==> config.mk <==
export PLATFORM = sky130hd
export DESIGN_NAME = csv_cell_reader_trim_flat
export DESIGN_NICKNAME = d
export VERILOG_FILES = /design/src/sv/csvr_pkg.sv /design/src/sv/csvr_if.sv /design/src/sv/csvr_regs.sv /design/src/sv/csvr_store.sv /design/src/sv/csvr_parse.sv /design/src/sv/csvr_drain.sv /design/src/sv/csv_cell_reader_trim.sv /design/src/flat_wrapper.sv
export SDC_FILE = /design/constraint.sdc
export NUM_CORES = 1
export LEC_CHECK = 0
export BUFFER_PORTS_ARGS = -buffer_cell sky130_fd_sc_hd__buf_2
export CAP_MARGIN = 10
export CORE_MARGIN = 10
export CORE_UTILIZATION = 54
export DETAILED_ROUTE_END_ITERATION = 10
export GPL_TIMING_DRIVEN = 0
export PLACE_DENSITY = 0.72
export SETUP_SLACK_MARGIN = 0.4
export SLEW_MARGIN = 20
export SYNTH_ARGS = -nofsm -noshare
export SYNTH_HDL_FRONTEND = slang
export SYNTH_HIERARCHICAL = 1
export SYNTH_SLANG_ARGS = --single-unit
==> constraint.sdc <==
create_clock -name clk -period 4.35 [get_ports clk]
set_input_delay 0.6525 -clock clk [delete_from_list [all_inputs] [get_ports clk]]
set_output_delay 0.6525 -clock clk [all_outputs]
set_load 0.01 [all_outputs]
==> src/sv/csvr_pkg.sv <==
// Shared constants, types and a helper function for the CSV cell reader.
package csvr_pkg;

  localparam int LEN_W = 6;

  localparam logic [7:0] CH_NUL   = 8'h00;
  localparam logic [7:0] CH_QUOTE = 8'h22;
  localparam logic [7:0] CH_COMMA = 8'h2C;
  localparam logic [7:0] CH_CR    = 8'h0D;
  localparam logic [7:0] CH_LF    = 8'h0A;
  localparam logic [7:0] CH_TAB   = 8'h09;
  localparam logic [7:0] CH_SPACE = 8'h20;

  localparam logic [1:0] TERM_COMMA  = 2'd0;
  localparam logic [1:0] TERM_LINE   = 2'd1;
  localparam logic [1:0] TERM_QCLOSE = 2'd2;
  localparam logic [1:0] TERM_EOT    = 2'd3;

  // Readout request from the parser to the drain sequencer.
  typedef struct packed {
    logic       go;
    logic       keep;
    logic [1:0] term;
    logic       trunc;
    logic       pend;
    logic [1:0] pend_term;
  } drain_ctl_t;

  // Status of the drain sequencer back to the parser.
  typedef struct packed {
    logic idle;
    logic done;
  } drain_sts_t;

  function automatic logic is_trim(input logic [7:0] b);
    is_trim = (b == CH_SPACE) || (b == CH_TAB) || (b == CH_CR) ||
              (b == CH_LF) || (b == CH_QUOTE);
  endfunction

endpackage

==> src/sv/csvr_if.sv <==
// Valid/ready channel interfaces for text input beats and cell output beats.
interface csvr_in_if;
  logic       valid;
  logic       ready;
  logic [7:0] in_byte;

  modport source(output valid, output in_byte, input ready);
  modport sink(input valid, input in_byte, output ready);
endinterface

interface csvr_out_if;
  logic       valid;
  logic       ready;
  logic [7:0] cell_byte;
  logic       byte_valid;
  logic       last_of_cell;
  logic [1:0] terminator;
  logic       truncated;

  modport source(output valid, output cell_byte, output byte_valid, output last_of_cell,
                 output terminator, output truncated, input ready);
  modport sink(input valid, input cell_byte, input byte_valid, input last_of_cell,
               input terminator, input truncated, output ready);
endinterface

==> src/sv/csvr_regs.sv <==
// APB configuration register file holding the cell length limit.
module csvr_regs (
  input  logic                      clk,
  input  logic                      rst,
  input  logic                      psel,
  input  logic                      penable,
  input  logic                      pwrite,
  input  logic [2:0]                paddr,
  input  logic [31:0]               pwdata,
  output logic [31:0]               prdata,
  output logic                      pready,
  output logic [csvr_pkg::LEN_W-1:0] max_len
);

  logic sel_len;

  assign sel_len = (paddr[2] == 1'b0);
  assign pready  = 1'b1;

  always_ff @(posedge clk) begin
    if (rst) begin
      max_len <= '1;
    end else if (psel && penable && pwrite && sel_len) begin
      max_len <= pwdata[csvr_pkg::LEN_W-1:0];
    end
  end

  always_comb begin
    prdata = '0;
    if (sel_len) begin
      prdata[csvr_pkg::LEN_W-1:0] = max_len;
    end
  end

endmodule

==> src/sv/csvr_store.sv <==
// Cell byte store: one write port, one read port with registered read data.
module csvr_store #(
  parameter int CELL_BYTES = 64,
  localparam int AW = $clog2(CELL_BYTES)
) (
  input  logic          clk,
  input  logic          we,
  input  logic [AW-1:0] waddr,
  input  logic [7:0]    wdata,
  input  logic          re,
  input  logic [AW-1:0] raddr,
  output logic [7:0]    rdata
);

  logic [7:0] mem [CELL_BYTES];

  always_ff @(posedge clk) begin
    if (we) begin
      mem[waddr] <= wdata;
    end
  end

  always_ff @(posedge clk) begin
    if (re) begin
      rdata <= mem[raddr];
    end
  end

endmodule

==> src/sv/csvr_parse.sv <==
// Byte parser: tracks the quoting mode, writes cell bytes and hands ended cells to readout.
module csvr_parse #(
  parameter int CELL_BYTES = 64,
  localparam int AW = $clog2(CELL_BYTES)
) (
  input  logic                        clk,
  input  logic                        rst,
  csvr_in_if.sink                     in_ch,
  input  logic [csvr_pkg::LEN_W-1:0]  max_len,
  input  csvr_pkg::drain_sts_t        sts,
  output csvr_pkg::drain_ctl_t        ctl,
  output logic [AW-1:0]               ctl_first,
  output logic [AW-1:0]               ctl_last,
  output logic                        mem_we,
  output logic [AW-1:0]               mem_waddr,
  output logic [7:0]                  mem_wdata
);

  localparam int CW = (AW > csvr_pkg::LEN_W) ? AW : csvr_pkg::LEN_W;

  localparam logic [1:0] M_START = 2'd0;
  localparam logic [1:0] M_PLAIN = 2'd1;
  localparam logic [1:0] M_QUOTED = 2'd2;
  localparam logic [1:0] M_QSEEN = 2'd3;

  logic [1:0]    mode;
  logic [AW-1:0] cnt;
  logic [AW-1:0] first;
  logic [AW-1:0] last;
  logic          keep;
  logic          ovf;
  logic          pend_wr;
  logic [7:0]    pend_data;

  logic [7:0]    b;
  logic          acc;
  logic          is_q;
  logic          is_c;
  logic          is_nul;
  logic          is_eol;
  logic          fresh_sel;
  logic [1:0]    eff_mode;
  logic [AW-1:0] base_cnt;
  logic [AW-1:0] base_first;
  logic [AW-1:0] base_last;
  logic          base_keep;
  logic          base_ovf;
  logic          act_put;
  logic          act_end;
  logic [1:0]    act_term;
  logic [1:0]    mode_after;
  logic [CW-1:0] limit;
  logic          full;
  logic          do_write;
  logic          late_wr;

  assign b      = in_ch.in_byte;
  assign acc    = in_ch.valid && in_ch.ready;
  assign is_q   = (b == csvr_pkg::CH_QUOTE);
  assign is_c   = (b == csvr_pkg::CH_COMMA);
  assign is_nul = (b == csvr_pkg::CH_NUL);
  assign is_eol = (b == csvr_pkg::CH_CR) || (b == csvr_pkg::CH_LF);

  // After a closing quote, any byte but a quote or comma ends the cell and
  // is then parsed as the first byte of a new, empty cell.
  assign fresh_sel  = (mode == M_QSEEN) && !is_q && !is_c;
  assign eff_mode   = fresh_sel ? M_START : mode;
  assign base_cnt   = fresh_sel ? '0 : cnt;
  assign base_first = fresh_sel ? '0 : first;
  assign base_last  = fresh_sel ? '0 : last;
  assign base_keep  = fresh_sel ? 1'b0 : keep;
  assign base_ovf   = fresh_sel ? 1'b0 : ovf;

  always_comb begin
    act_put    = 1'b0;
    act_end    = 1'b0;
    act_term   = csvr_pkg::TERM_COMMA;
    mode_after = eff_mode;
    case (eff_mode)
      M_START, M_PLAIN: begin
        if (eff_mode == M_START && is_q) begin
          mode_after = M_QUOTED;
        end else if (is_nul) begin
          act_end  = 1'b1;
          act_term = csvr_pkg::TERM_EOT;
        end else if (is_c) begin
          act_end  = 1'b1;
          act_term = csvr_pkg::TERM_COMMA;
        end else if (is_eol) begin
          act_end  = 1'b1;
          act_term = csvr_pkg::TERM_LINE;
        end else begin
          act_put    = 1'b1;
          mode_after = M_PLAIN;
        end
      end
      M_QUOTED: begin
        if (is_nul) begin
          act_end  = 1'b1;
          act_term = csvr_pkg::TERM_EOT;
        end else if (is_q) begin
          mode_after = M_QSEEN;
        end else begin
          act_put = 1'b1;
        end
      end
      default: begin
        // Only a quote or a comma reaches here.
        if (is_q) begin
          act_put    = 1'b1;
          mode_after = M_QUOTED;
        end else begin
          act_end  = 1'b1;
          act_term = csvr_pkg::TERM_COMMA;
        end
      end
    endcase
  end

  always_comb begin
    limit = CW'(max_len);
    if (limit > CW'(CELL_BYTES - 1)) begin
      limit = CW'(CELL_BYTES - 1);
    end
  end

  assign full     = CW'(base_cnt) >= limit;
  assign do_write = act_put && !full;

  // A byte that opens a new cell while the old one is still being read out
  // is written at address zero only once the readout has finished.
  assign late_wr   = sts.done && pend_wr;
  assign mem_we    = (acc && do_write && !fresh_sel) || late_wr;
  assign mem_waddr = late_wr ? '0 : cnt;
  assign mem_wdata = late_wr ? pend_data : b;

  assign in_ch.ready = sts.idle;

  assign ctl.go        = acc && (fresh_sel || act_end);
  assign ctl.keep      = keep;
  assign ctl.term      = fresh_sel ? csvr_pkg::TERM_QCLOSE : act_term;
  assign ctl.trunc     = ovf;
  assign ctl.pend      = fresh_sel && act_end;
  assign ctl.pend_term = act_term;
  assign ctl_first     = first;
  assign ctl_last      = last;

  always_ff @(posedge clk) begin
    if (rst) begin
      mode    <= M_START;
      cnt     <= '0;
      first   <= '0;
      last    <= '0;
      keep    <= 1'b0;
      ovf     <= 1'b0;
      pend_wr <= 1'b0;
    end else begin
      if (late_wr) begin
        pend_wr <= 1'b0;
      end
      if (acc) begin
        if (act_end) begin
          mode  <= M_START;
          cnt   <= '0;
          first <= '0;
          last  <= '0;
          keep  <= 1'b0;
          ovf   <= 1'b0;
        end else begin
          mode  <= mode_after;
          cnt   <= base_cnt + AW'(do_write);
          ovf   <= base_ovf || (act_put && full);
          first <= base_first;
          last  <= base_last;
          keep  <= base_keep;
          if (do_write && !csvr_pkg::is_trim(b)) begin
            if (!base_keep) begin
              first <= base_cnt;
            end
            keep <= 1'b1;
            last <= base_cnt;
          end
          if (fresh_sel && do_write) begin
            pend_wr <= 1'b1;
          end
        end
      end
    end
  end

  always_ff @(posedge clk) begin
    if (acc && fresh_sel && do_write) begin
      pend_data <= b;
    end
  end

`ifndef NO_ASSERTIONS
  a_keep_order: assert property (@(posedge clk) disable iff (rst)
    keep |-> (first <= last) && (last < cnt))
    else $error("kept byte range lies outside the stored bytes");
`endif

endmodule

==> src/sv/csvr_drain.sv <==
// Readout sequencer: reads the kept bytes of an ended cell and feeds the output register.
module csvr_drain #(
  parameter int CELL_BYTES = 64,
  localparam int AW = $clog2(CELL_BYTES)
) (
  input  logic                  clk,
  input  logic                  rst,
  input  csvr_pkg::drain_ctl_t  ctl,
  input  logic [AW-1:0]         ctl_first,
  input  logic [AW-1:0]         ctl_last,
  output csvr_pkg::drain_sts_t  sts,
  output logic                  mem_re,
  output logic [AW-1:0]         mem_raddr,
  input  logic [7:0]            mem_rdata,
  csvr_out_if.source            out_ch
);

  localparam logic [1:0] D_IDLE = 2'd0;
  localparam logic [1:0] D_READ = 2'd1;
  localparam logic [1:0] D_LOAD = 2'd2;

  logic [1:0]    dstate;
  logic [AW-1:0] rd_ptr;
  logic [AW-1:0] last_idx;
  logic          keep;
  logic [1:0]    term;
  logic          trunc;
  logic          pend;
  logic [1:0]    pend_term;

  logic          out_valid;
  logic [7:0]    out_byte;
  logic          out_bv;
  logic          out_last;
  logic [1:0]    out_term;
  logic          out_trunc;

  logic          load;
  logic          cell_last;

  assign load      = (dstate == D_LOAD) && (!out_valid || out_ch.ready);
  assign cell_last = !keep || (rd_ptr == last_idx);

  assign mem_re    = (dstate == D_READ) && keep;
  assign mem_raddr = rd_ptr;

  assign sts.idle = (dstate == D_IDLE);
  assign sts.done = load && cell_last && !pend;

  always_ff @(posedge clk) begin
    if (rst) begin
      dstate    <= D_IDLE;
      out_valid <= 1'b0;
    end else begin
      if (load) begin
        out_valid <= 1'b1;
      end else if (out_ch.ready) begin
        out_valid <= 1'b0;
      end
      case (dstate)
        D_IDLE: begin
          if (ctl.go) begin
            dstate <= D_READ;
          end
        end
        D_READ: begin
          dstate <= D_LOAD;
        end
        D_LOAD: begin
          if (load) begin
            if (cell_last && !pend) begin
              dstate <= D_IDLE;
            end else begin
              dstate <= D_READ;
            end
          end
        end
        default: begin
          dstate <= D_IDLE;
        end
      endcase
    end
  end

  always_ff @(posedge clk) begin
    if (dstate == D_IDLE && ctl.go) begin
      rd_ptr    <= ctl_first;
      last_idx  <= ctl_last;
      keep      <= ctl.keep;
      term      <= ctl.term;
      trunc     <= ctl.trunc;
      pend      <= ctl.pend;
      pend_term <= ctl.pend_term;
    end else if (load) begin
      if (cell_last) begin
        // Second cell from the same byte: always an empty marker.
        keep  <= 1'b0;
        term  <= pend_term;
        trunc <= 1'b0;
        pend  <= 1'b0;
      end else begin
        rd_ptr <= rd_ptr + AW'(1);
      end
    end
  end

  always_ff @(posedge clk) begin
    if (load) begin
      out_byte  <= keep ? mem_rdata : 8'h00;
      out_bv    <= keep;
      out_last  <= cell_last;
      out_term  <= term;
      out_trunc <= trunc;
    end
  end

  assign out_ch.valid        = out_valid;
  assign out_ch.cell_byte    = out_byte;
  assign out_ch.byte_valid   = out_bv;
  assign out_ch.last_of_cell = out_last;
  assign out_ch.terminator   = out_term;
  assign out_ch.truncated    = out_trunc;

`ifndef NO_ASSERTIONS
  a_marker_last: assert property (@(posedge clk) disable iff (rst)
    out_valid && !out_bv |-> out_last)
    else $error("empty-cell marker is not the last beat of its cell");
  a_ptr_range: assert property (@(posedge clk) disable iff (rst)
    (dstate == D_LOAD) && keep |-> rd_ptr <= last_idx)
    else $error("readout pointer ran past the last kept byte");
  a_done_idle: assert property (@(posedge clk) disable iff (rst)
    sts.done |=> (dstate == D_IDLE))
    else $error("readout finished but sequencer did not return to idle");
`endif

endmodule

==> src/sv/csv_cell_reader_trim.sv <==
// Top level of the CSV cell reader with trimming.
// The block takes one text byte per input beat and splits the text into CSV cells, honoring
// a leading quote, doubled quotes inside quoted cells, and comma, CR/LF and zero-byte
// terminators. When a cell ends, the block emits one output beat per byte of the cell with
// leading and trailing space, tab, CR, LF and quote removed, or a single marker beat with
// byte_valid low when nothing is left. Every beat carries the cell's terminator code and a
// truncated flag that is set when bytes were dropped at the max_cell_length limit (APB
// register at byte address 0, reset 63, capped at CELL_BYTES - 1). A byte that does not end a
// cell is accepted whenever the readout is idle. A byte that ends a cell is accepted and then
// holds off input while the cell is read back from the cell store: the store has one read
// port with registered read data, so each output beat passes through a read state and then a
// load state, and the load waits while the output register is still full. A byte that
// follows a closing quote and also ends the next cell (CR, LF or zero) adds a second, empty
// marker cell to the readout. The output register lets the next input beat be taken while
// the last beat of a cell still waits on the output. No clearing pass is needed after reset.
module csv_cell_reader_trim #(
  parameter int CELL_BYTES = 64
) (
  input  logic        clk,
  input  logic        rst,
  input  logic        psel,
  input  logic        penable,
  input  logic        pwrite,
  input  logic [2:0]  paddr,
  input  logic [31:0] pwdata,
  output logic [31:0] prdata,
  output logic        pready,
  csvr_in_if.sink     in_ch,
  csvr_out_if.source  out_ch
);

  localparam int AW = $clog2(CELL_BYTES);

  logic [csvr_pkg::LEN_W-1:0] max_len;
  csvr_pkg::drain_ctl_t       ctl;
  csvr_pkg::drain_sts_t       sts;
  logic [AW-1:0]              ctl_first;
  logic [AW-1:0]              ctl_last;
  logic                       mem_we;
  logic [AW-1:0]              mem_waddr;
  logic [7:0]                 mem_wdata;
  logic                       mem_re;
  logic [AW-1:0]              mem_raddr;
  logic [7:0]                 mem_rdata;

  csvr_regs u_regs (
    .clk     (clk),
    .rst     (rst),
    .psel    (psel),
    .penable (penable),
    .pwrite  (pwrite),
    .paddr   (paddr),
    .pwdata  (pwdata),
    .prdata  (prdata),
    .pready  (pready),
    .max_len (max_len)
  );

  // The parser writes the store only while the readout is idle, except for a
  // byte that opens the next cell, which it holds back until the readout ends.
  csvr_parse #(.CELL_BYTES(CELL_BYTES)) u_parse (
    .clk       (clk),
    .rst       (rst),
    .in_ch     (in_ch),
    .max_len   (max_len),
    .sts       (sts),
    .ctl       (ctl),
    .ctl_first (ctl_first),
    .ctl_last  (ctl_last),
    .mem_we    (mem_we),
    .mem_waddr (mem_waddr),
    .mem_wdata (mem_wdata)
  );

  csvr_store #(.CELL_BYTES(CELL_BYTES)) u_store (
    .clk   (clk),
    .we    (mem_we),
    .waddr (mem_waddr),
    .wdata (mem_wdata),
    .re    (mem_re),
    .raddr (mem_raddr),
    .rdata (mem_rdata)
  );

  csvr_drain #(.CELL_BYTES(CELL_BYTES)) u_drain (
    .clk       (clk),
    .rst       (rst),
    .ctl       (ctl),
    .ctl_first (ctl_first),
    .ctl_last  (ctl_last),
    .sts       (sts),
    .mem_re    (mem_re),
    .mem_raddr (mem_raddr),
    .mem_rdata (mem_rdata),
    .out_ch    (out_ch)
  );

`ifndef NO_ASSERTIONS
  a_no_overlap: assert property (@(posedge clk) disable iff (rst)
    !(mem_we && mem_re))
    else $error("cell store written while a readout is in progress");
  a_cfg_hold: assert property (@(posedge clk) disable iff (rst)
    !(psel && penable && pwrite) |=> $stable(max_len))
    else $error("length limit changed without a register write");
`endif

endmodule

==> src/flat_wrapper.sv <==
// flat-port wrapper written by rule: the top's interface ports become plain ports
module csv_cell_reader_trim_flat 
#(
  parameter int CELL_BYTES = 64
)
  (clk, rst, psel, penable, pwrite, paddr, pwdata, prdata, pready, in_ch_valid, in_ch_in_byte, in_ch_ready, out_ch_valid, out_ch_cell_byte, out_ch_byte_valid, out_ch_last_of_cell, out_ch_terminator, out_ch_truncated, out_ch_ready);
  csvr_in_if in_ch_i ();
  csvr_out_if out_ch_i ();
  input  logic clk;
  input  logic rst;
  input  logic psel;
  input  logic penable;
  input  logic pwrite;
  input  logic [2:0] paddr;
  input  logic [31:0] pwdata;
  output logic [31:0] prdata;
  output logic pready;
  input wire logic [$bits(in_ch_i.valid)-1:0] in_ch_valid;
  input wire logic [$bits(in_ch_i.in_byte)-1:0] in_ch_in_byte;
  output wire logic [$bits(in_ch_i.ready)-1:0] in_ch_ready;
  output wire logic [$bits(out_ch_i.valid)-1:0] out_ch_valid;
  output wire logic [$bits(out_ch_i.cell_byte)-1:0] out_ch_cell_byte;
  output wire logic [$bits(out_ch_i.byte_valid)-1:0] out_ch_byte_valid;
  output wire logic [$bits(out_ch_i.last_of_cell)-1:0] out_ch_last_of_cell;
  output wire logic [$bits(out_ch_i.terminator)-1:0] out_ch_terminator;
  output wire logic [$bits(out_ch_i.truncated)-1:0] out_ch_truncated;
  input wire logic [$bits(out_ch_i.ready)-1:0] out_ch_ready;
  assign in_ch_i.valid = in_ch_valid;
  assign in_ch_i.in_byte = in_ch_in_byte;
  assign in_ch_ready = in_ch_i.ready;
  assign out_ch_valid = out_ch_i.valid;
  assign out_ch_cell_byte = out_ch_i.cell_byte;
  assign out_ch_byte_valid = out_ch_i.byte_valid;
  assign out_ch_last_of_cell = out_ch_i.last_of_cell;
  assign out_ch_terminator = out_ch_i.terminator;
  assign out_ch_truncated = out_ch_i.truncated;
  assign out_ch_i.ready = out_ch_ready;
  csv_cell_reader_trim #(.CELL_BYTES(CELL_BYTES)) u_core (.clk(clk), .rst(rst), .psel(psel), .penable(penable), .pwrite(pwrite), .paddr(paddr), .pwdata(pwdata), .prdata(prdata), .pready(pready), .in_ch(in_ch_i), .out_ch(out_ch_i));
endmodule
Yosys cells after proc, flatten, opt, wreduce, memory -nomap -nowiden
Memories as Yosys holds them, arrays and structs flattened. A register that Yosys moved wholly into a read port is not among the register bits.
Cells that the tools add are included.

storage, ports and cells
  flip-flop bits (word level) = 72
  bits in writable memories = 512
  output and inout bits = 48
  memories kept = 1

memory list
  memory              depth  width  read ports  clocked after memory_dff  write ports  line              RTL
  u_core.u_store.mem  64     8      1           1                         1            csvr_store.sv:15  logic [7:0] mem [CELL_BYTES];

cells by class
  add/sub/neg operators = 2
  order comparisons = 2
  eq/ne operators = 15
  mux-type cells = 72
  bitwise gates (word level) = 1
  reduce and logical (&&, ||, !) cells = 54

operators by type and width
  cell                                                  count
  2-to-1 mux 6 bit                                      15
  2-to-1 mux 2 bit                                      18
  2-to-1 mux 1 bit                                      33
  == test 8 x 4 -> 1 bit, second input constant         3
  == test 8 x 6 -> 1 bit, second input constant         3
  logical AND 1 bit                                     24
  logical OR 1 bit                                      10
  logical NOT 1 bit                                     8
  logical NOT 8 bit                                     1
  2-to-1 mux 8 bit                                      1
  one-hot mux 2 bit (2 select lines)                    2
  AND reduction 2 bit                                   4
  adder 6 x 1 -> 6 bit                                  1
  adder 6 x 1 -> 6 bit, second input constant           1
  == test 2 bit, second input constant                  3
  == test 6 bit                                         1
  greater-or-equal comparator 6 bit                     1
  greater-than comparator 6 bit, second input constant  1
  one-hot mux 2 bit (3 select lines)                    1
  nonzero test 2 bit                                    3
  == test 2 x 1 -> 1 bit, second input constant         2
  logical NOT 2 bit                                     2
  != test 2 bit, second input constant                  2
  one-hot mux 1 bit (2 select lines)                    2
  4 further kinds                                       4

Depth between registers and ports, before layout
Gate-level depths: netlist of run 1.

  depth in word-level cells = 15
  mapped depth = 17

By module
Netlist of run 1, hierarchy kept.

by module, submodules not included
  module      instances  cells each  area an instance (um2)
  csvr_store  1          940         20246.9
  csvr_parse  1          229         2039.5
  csvr_drain  1          106         1436.4
  csvr_regs   1          62          513.0

Least setup slack after synthesis of run 1
Ideal clock, no wire load.

  kind = in2reg
  from = input in_ch_in_byte[0]
  to = memory u_core.u_store.mem[62][0] (enable)
  setup time = 0.370 ns
  arrival time = 4.000 ns
  slack = -0.021 ns
  stages = 14
  cell sequence = buf_6 -> nor4_2 -> o211ai_1 -> nand2_1 -> clkbuf_1 -> and2_1 -> ha_1 -> a21o_1 -> a21oi_1 -> o21ai_1 -> o31ai_1 -> nor2b_1 -> nand3_1 -> nor2_1

on the way
  longest elaborated chain between the ends = 15

RTL lines
  item                                                                        line                        RTL
  start, declared                                                             flat_wrapper.sv:19          input wire logic [$bits(in_ch_i.in_byte)-1:0] in_ch_in_byte;
  branches (longest 11 deep; another with greater-or-equal comparator 6 bit)  -
  logical AND 1 bit *                                                         csvr_parse.sv:133           assign mem_we = (acc && do_write && !fresh_sel) || late_wr;
  logical OR 1 bit *                                                          csvr_parse.sv:133
  via u_core.mem_we                                                           csv_cell_reader_trim.sv:39  logic mem_we;
  2-to-1 mux 1 bit *                                                          csvr_store.sv:18            if (we) begin
  2-to-1 mux 1 bit (not written as such) *                                    csvr_store.sv:19            mem[waddr] <= wdata;
  end, declared                                                               csvr_store.sv:15

Mark *: on every way through the listed nets, which the timed path passes.

==> summary.md, run 1 <==
| Metric | Value |
|---|---|
| IO Count | `98` |
| PD cells | `396.1 mW/mm2` |
| Most area-consuming cells after synthesis | `edfxtp_1 (69%), mux4_2 (12%), dfxtp_1 (2.6%), nor2_1 (1.7%), buf_4 (1.4%)` |
| Final Hold Viols | `0` |
| Final ANT Viol Nets | `0` |
| Global-route track usage on met2 | `35.05%` |
| Mapped Avg Cell Area | `18.13 um2` |
| Hold Path Class | `in -> reg` |
| GRT Total Usage | `22.17%` |
| CTS buffer count | `57` |
| DR iter-0 viols | `1708` |
| P_sw | `0.002312 W` |
| Slew @ Worst Pin | `1099 ps` |
| Ys flop type | `edfxtp_1` |
| Hold depth | `1` |
| Mapped Area | `0.02424 mm2` |
| Maximum number of pins on one net before global-route repair | `65` |
| Number of enable flip-flop cells after synthesis | `560` |
| Crit path time final | `3888 ps` |
| Post-Synthesis Cells | `1337` |
| Clk_skew | `15.29 ps` |
| Clock transition at path regs | `60 ps` |
| Cell-internal power | `0.009128 W` |
| Htree depth | `2` |
| Required time of the critical path | `4610 ps` |
| Most common cell in the netlist | `edfxtp_1` |
| Die Y | `231.9 um` |
| Vias in the first global route | `13730` |
| R2r startpoint | `u_core/u_drain/mem_raddr[0]` |
| # rows | `77` |
| Footprint of the multi-input gates | `0.006877 mm2` |
| Worst setup SP type | `register` |
| Core Footprint | `0.04432 mm2` |
| Share of flip-flops with an asynchronous set or reset | `0%` |
| Routed WL per cell | `27.29 um` |
| Drt pass-1 iters | `5` |
| Placed cells | `1996` |
| Final wirelength | `59890 um` |
| Synth area leader | `edfxtp_1` |
| Post-CTS Hold Fix Bufs | `0` |
| CP startpoint | `u_core/u_drain/mem_raddr[0]` |
| Vias | `13640` |
| Port-buffer cells | `42` |
| Clock network fraction of total power | `42.3%` |
| Net Sw Frac | `20.21%` |
| GRT met3 Usage | `4.300%` |
| Period utilization | `89.37%` |
| CP max FO | `10` |
| Hold Startpoint | `in_ch_in_byte[0]` |
| Starting Density | `54.69%` |
| Setup violations, final | `0` |
| Max Slew Vio Count | `0` |
| Clock tree buffer depth | `3` |
| Number of max-cap violations | `0` |
| RSZ-0062 raised after global routing | `false` |
| Synth-to-Final Area Change | `19.17%` |
| Sink Count | `592` |
| Crit. End Element | `register` |
| PnR Total Power | `0.01144 W` |
| Global-route wire length before repair | `88260 um` |
| Die area | `0.05375 mm2` |
| Final Non-Filler Cells | `2194` |
| GR peak layer | `met2` |
| Post-detail-place hpwl | `37020 um` |
| Met1 GRT Util | `30.03%` |
| Max Freq | `257.2 MHz` |
| Die width | `231.9 um` |
| Seq pwr share | `54.7%` |
| Post-DR vias/cell | `6.216` |
| Comb pwr share | `3.0%` |
| Setup CP Type | `reg -> reg` |
| Nets@finish | `1612` |
| Commonest cells post-synth | `edfxtp_1 (560), mux4_2 (126), nor2_1 (109)` |
| Share of cells above drive strength 1 | `34.10%` |
| Ys Warns | `6` |
| Initial antenna violation count | `2` |
| Register Area | `0.01746 mm2` |
| TritonCTS clock tree | `done` |
| Clock Latency Late Sink | `610 ps` |
| Share of the yosys chip area belonging to registers | `72.03%` |
| Synth Register Bits | `592` |
| Slew headroom | `26.49%` |
| DRC | `0` |
| Global route overflow | `0` |
| Synth unique cells | `77` |
| Fill count | `2937` |
| Critical Path AT | `4150 ps` |
| Status | `finished clean` |
| Post-synth top area share | `69.39%` |
| Worst Reg-to-Reg Cells | `10` |
| Leakage | `9.478 nW` |
| Clk root buf | `clkbuf_16` |
| Gpl congestion | `0.8813` |
| Worst vdd ir | `0.3226 mV` |
sequential cells by signal, summed over array words and instances (netlist names), 2 cells and up:
signal,count
u_core/u_parse/ctl_first,6
u_core/u_parse/cnt,6
u_core/u_regs/max_len,6
u_core/u_drain/term,2
u_core/u_parse/ctl_last,6
u_core/u_parse/pend_data,8
u_core/u_drain/out_ch.terminator,2
u_core/u_drain/pend_term,2
u_core/u_parse/mode,2
u_core/u_drain/dstate,2
u_core/u_store/rdata,8
u_core/u_drain/mem_raddr,6
u_core/u_store/mem,512
u_core/u_drain/out_ch.cell_byte,8
u_core/u_drain/last_idx,6
cells by family after synthesis:
| kind of cell | Yosys count | synth area share (%) |
|---|---|---|
| DFF | 592 | 72.03 |
| and+or+nand+nor | 301 | 6.200 |
| muxes | 177 | 13.93 |
| AOI/OAI and AO/OA | 128 | 4.032 |
| buffers and inverters | 115 | 2.845 |
| xor gates and xnor gates | 13 | 0.4698 |
| adders and majority gates | 9 | 0.4646 |
| other | 2 | 0.03099 |
final cells by class:
| cell class | instances | area share [%] |
|---|---|---|
| Sequential cell | 592 | 60.44 |
| Multi-Input combinational cell | 655 | 23.81 |
| Clock buffer | 70 | 5.255 |
| Timing Repair Buffer | 132 | 4.410 |
| Tap cell | 592 | 2.565 |
| Buffer | 101 | 2.253 |
| Clock inverter | 37 | 1.074 |
| Inverter | 14 | 0.1820 |
| Antenna cell | 1 | 0.008664 |
per-layer routing:
metal | routed length (um) | part of all wire, %
met1 | 23420 | 39
met2 | 29160 | 49
met3 | 5087 | 8.5
met4 | 2194 | 3.7
met5 | 16 | 0.027
power groups by stage:
stage          Combinational (W)  Sequential [W]  Clock (W)
2_1_floorplan           0.000190         0.00637          0
3_5_place_dp            0.000299         0.00638          0
5_1_grt                 0.000371         0.00625    0.00515
4_1_cts                 0.000328         0.00626    0.00489
6_report                0.000346         0.00625    0.00484
3_3_place_gp            0.000285         0.00638          0
placed cells by master, fill, tap and decap left out, types with 7 or more instances in the layout:
master / instances
edfxtp_1: 560
mux4_2: 126
buf_4: 103
nor2_4: 62
clkbuf_16: 59
buf_2: 57
nand2_1: 48
nor2_1: 46
clkbuf_1: 33
buf_12: 33
dfxtp_1: 32
mux2i_1: 29
conb_1: 27
and2_1: 23
nand3_1: 21
a21oi_1: 18
clkinv_1: 14
mux2_2: 14
nand2b_1: 13
nor2b_1: 13
clkinv_2: 12
inv_1: 12
xnor2_1: 11
nor3_1: 10
o21ai_1: 9
ha_1: 9
o22ai_1: 9
mux2_4: 8
o221ai_1: 8
a211oi_1: 7
per-stage QoR:
stage	setup slack, ps	instance area (um2)	util (%)	hold slack [ps]	setup TNS [ps]
floorplan	394.4	24590	-	400.2	0
global placement	-1078	25540	57.64	410.4	-360480
detailed placement	-1157	25560	57.68	410.4	-403920
CTS	415.2	28570	64.47	216.5	0
global route	333.3	28880	65.17	232.2	0
finish	462.2	28880	65.17	241.0	0
worst paths after layout:
path | endpoint | slack [ps]
min reg2reg | u_core/u_drain/last_idx[0] | 430
max reg2reg | u_core/u_store/mem[63][2] | 460
min | u_core/u_parse/pend_data[0] | 240
max | u_core/u_store/mem[63][2] | 460
repair_timing:
action | in CTS | in global routing
setup endpoints to repair | 512 | 507
setup buffers | 72 | 18
resized for setup | 89 | 23
pin swaps | 40 | 15
critical path, stage by stage (launching register included):
cell,delay (ps)
edfxtp_1,510
xnor2_1,200
nand4_1,160
o21a_2,180
nor3_2,60
nand2_2,180
clkbuf_2,330
and2_1,180
clkbuf_1,410
nand3_1,730
nor2_4,580
Power figures use the tool's default switching activity.
==> run 2: changes to the inputs <==
REMOVE_ABC_BUFFERS = 1   (was not set)
SLEW_MARGIN = not set   (was 20)
==> summary.md, run 2 (same netlist as run 1, synthesis figures left out) <==
| Metric | Value |
|---|---|
| Clock Latency Late Sink | `610 ps` |
| Critical Path AT | `4140 ps` |
| Htree depth | `2` |
| Core Footprint | `0.04432 mm2` |
| Post-DR vias/cell | `6.277` |
| Max incr delay on CP | `600 ps` |
| TritonCTS clock tree | `done` |
| Sink Count | `592` |
| Setup CP Type | `reg -> reg` |
| Worst vdd ir | `0.3015 mV` |
| Share of cells above drive strength 1 | `30.93%` |
| Number of max-cap violations | `0` |
| Gpl congestion | `0.8503` |
| Crit. End Element | `register` |
| Critical path depth | `10` |
| Maximum number of pins on one net before global-route repair | `65` |
| Routed WL per cell | `26.67 um` |
| Placed Area | `0.02534 mm2` |
| CP delay by family, top | `simple AND/OR/NAND/NOR gates` |
| Hold depth | `3` |
| Hold Path Class | `in -> reg` |
| Global-route wire length before repair | `81070 um` |
| CTS buffer count | `57` |
| Register Area | `0.01746 mm2` |
| Starting Density | `54.69%` |
| Final Hold Viols | `0` |
| Critical Path, Cell by Cell | `buf_16 -> xnor2_1 -> nand2_1 -> o21a_2 -> nor3_2 -> nand2_2 -> and2_1 -> nor2b_1 -> nand4b_1 -> nor2_2` |
| Max Freq | `256.6 MHz` |
| Leading cell type in the layout, fill and taps excluded | `edfxtp_1` |
| Die Y | `231.9 um` |
| Clk root buf | `clkbuf_16` |
| Leakage | `9.201 nW` |
| Design area | `0.02866 mm2` |
| Biggest register | `u_core/u_store/mem` |
| DRC | `0` |
| CP max FO | `14` |
| Most frequent cells in the layout | `edfxtp_1 (560), mux4_2 (126), clkbuf_16 (58), nor2_4 (56), nand2_1 (49)` |
| Nets@finish | `1509` |
| Clock tree buffer depth | `3` |
| Status | `finished clean` |
| GRT Total Usage | `19.98%` |
| Period utilization | `89.60%` |
| # rows | `77` |
| Clk_skew | `18.37 ps` |
| Final ANT Viol Nets | `0` |
| Slew @ Worst Pin | `1109 ps` |
| Crit path time final | `3898 ps` |
| IO Count | `98` |
| Fill count | `2868` |
| Post-detail-place hpwl | `32490 um` |
| Footprint of the multi-input gates | `0.006773 mm2` |
| Max reg flops | `512` |
| Crit-path slowest cell | `edfxtp_1` |
| Slew headroom | `25.51%` |
| DR iter-0 viols | `1552` |
| Vias | `13110` |
| Synth-to-Final Area Change | `18.23%` |
| Post-CTS Hold Fix Bufs | `0` |
| Max Slew Vio Count | `0` |
| Global route overflow | `0` |
| PD cells | `390.0 mW/mm2` |
| Port-buffer cells | `42` |
| N_diodes | `0` |
| Setup violations, final | `0` |
| RSZ-0062 raised after global routing | `true` |
| Drt pass-1 iters | `5` |
| Die area | `0.05375 mm2` |
| Final wirelength | `55720 um` |
| Worst setup SP type | `register` |
| Vias in the first global route | `12710` |
| Initial antenna violation count | `0` |
| Clock transition at path regs | `60 ps` |
| CP Buf/Inv Count | `1` |
| Worst Reg-to-Reg Cells | `10` |
| Die width | `231.9 um` |
| Required time of the critical path | `4590 ps` |
| Final core occ | `64.66%` |
==> run 2: cell types whose count changed in the layout (fill, tap and decap cells not counted), sizes merged <==
cell,delta
buf,-75
clkbuf,-29
clkinv,+6
bufinv,-3
inv,-2
clkinvlp,-1
diode,-1
==> run 2: path summary, 6_finish.rpt <==
| kind | start | end | slack (ps) |
|---|---|---|---|
| min reg2reg | u_core/u_drain/trunc | u_core/u_drain/out_ch.truncated | 420 |
| max reg2reg | u_core/u_drain/mem_raddr[4] | u_core/u_store/mem[50][1] | 450 |
| min | pwdata[3] | u_core/u_regs/max_len[3] | 320 |
| max | u_core/u_drain/mem_raddr[4] | u_core/u_store/mem[50][1] | 450 |
==> run 2: layout make-up <==
cell class                 instances  area share, %
sequential                       592          60.92
multi-input combinational        655          23.64
timing repair buffer             130          6.611
clock buffer                      69          5.209
tap                              592          2.585
clock inverter                    37         0.8558
inverter                          14         0.1834
==> run 2: through the flow <==
| stage | hold slack (ps) | power, W | worst slack (ps) | std cells | setup TNS (ps) |
|---|---|---|---|---|---|
| detailed placement | 406.3 | 0.006640 | -1566 | 1922 | -703220 |
| finish | 316.3 | 0.01117 | 452.4 | 2089 | 0 |
| global route | 303.3 | 0.01149 | 265.6 | 2089 | 0 |
| CTS | 272.6 | 0.01121 | 359.9 | 2056 | 0 |
| global placement | 409.5 | 0.006625 | -6411 | 1895 | -6148670 |
| floorplan | 400.2 | 0.006521 | -3299 | 1261 | -2985290 |
==> run 2: routing by layer <==
layer	track usage [%]	wire length (um)	up-vias
met5	0	0	-
met4	6.984	1496	0
met3	3.298	4183	101
met2	32.69	28660	650
met1	26.87	21380	6805
li1	-	-	5556
==> run 2: power by group <==
group	leakage [nW]	switching, W	total (W)	internal [W]
combinational	3.06	0.000220	0.000314	0.0000949
sequential	5.30	0.0000126	0.00626	0.00624
clock	0.841	0.00204	0.00460	0.00256
==> run 2: tightest hold or removal path: stages <==
cell and delay [ps]:
buf_2 70, nor2_1 30, mux2i_1 110
==> run 2: what timing repair did <==
item,CTS,global route
pin swaps,16,28
buffers inserted,28,26
endpoints found under the setup margin,1024,512
gates resized for setup,142,8
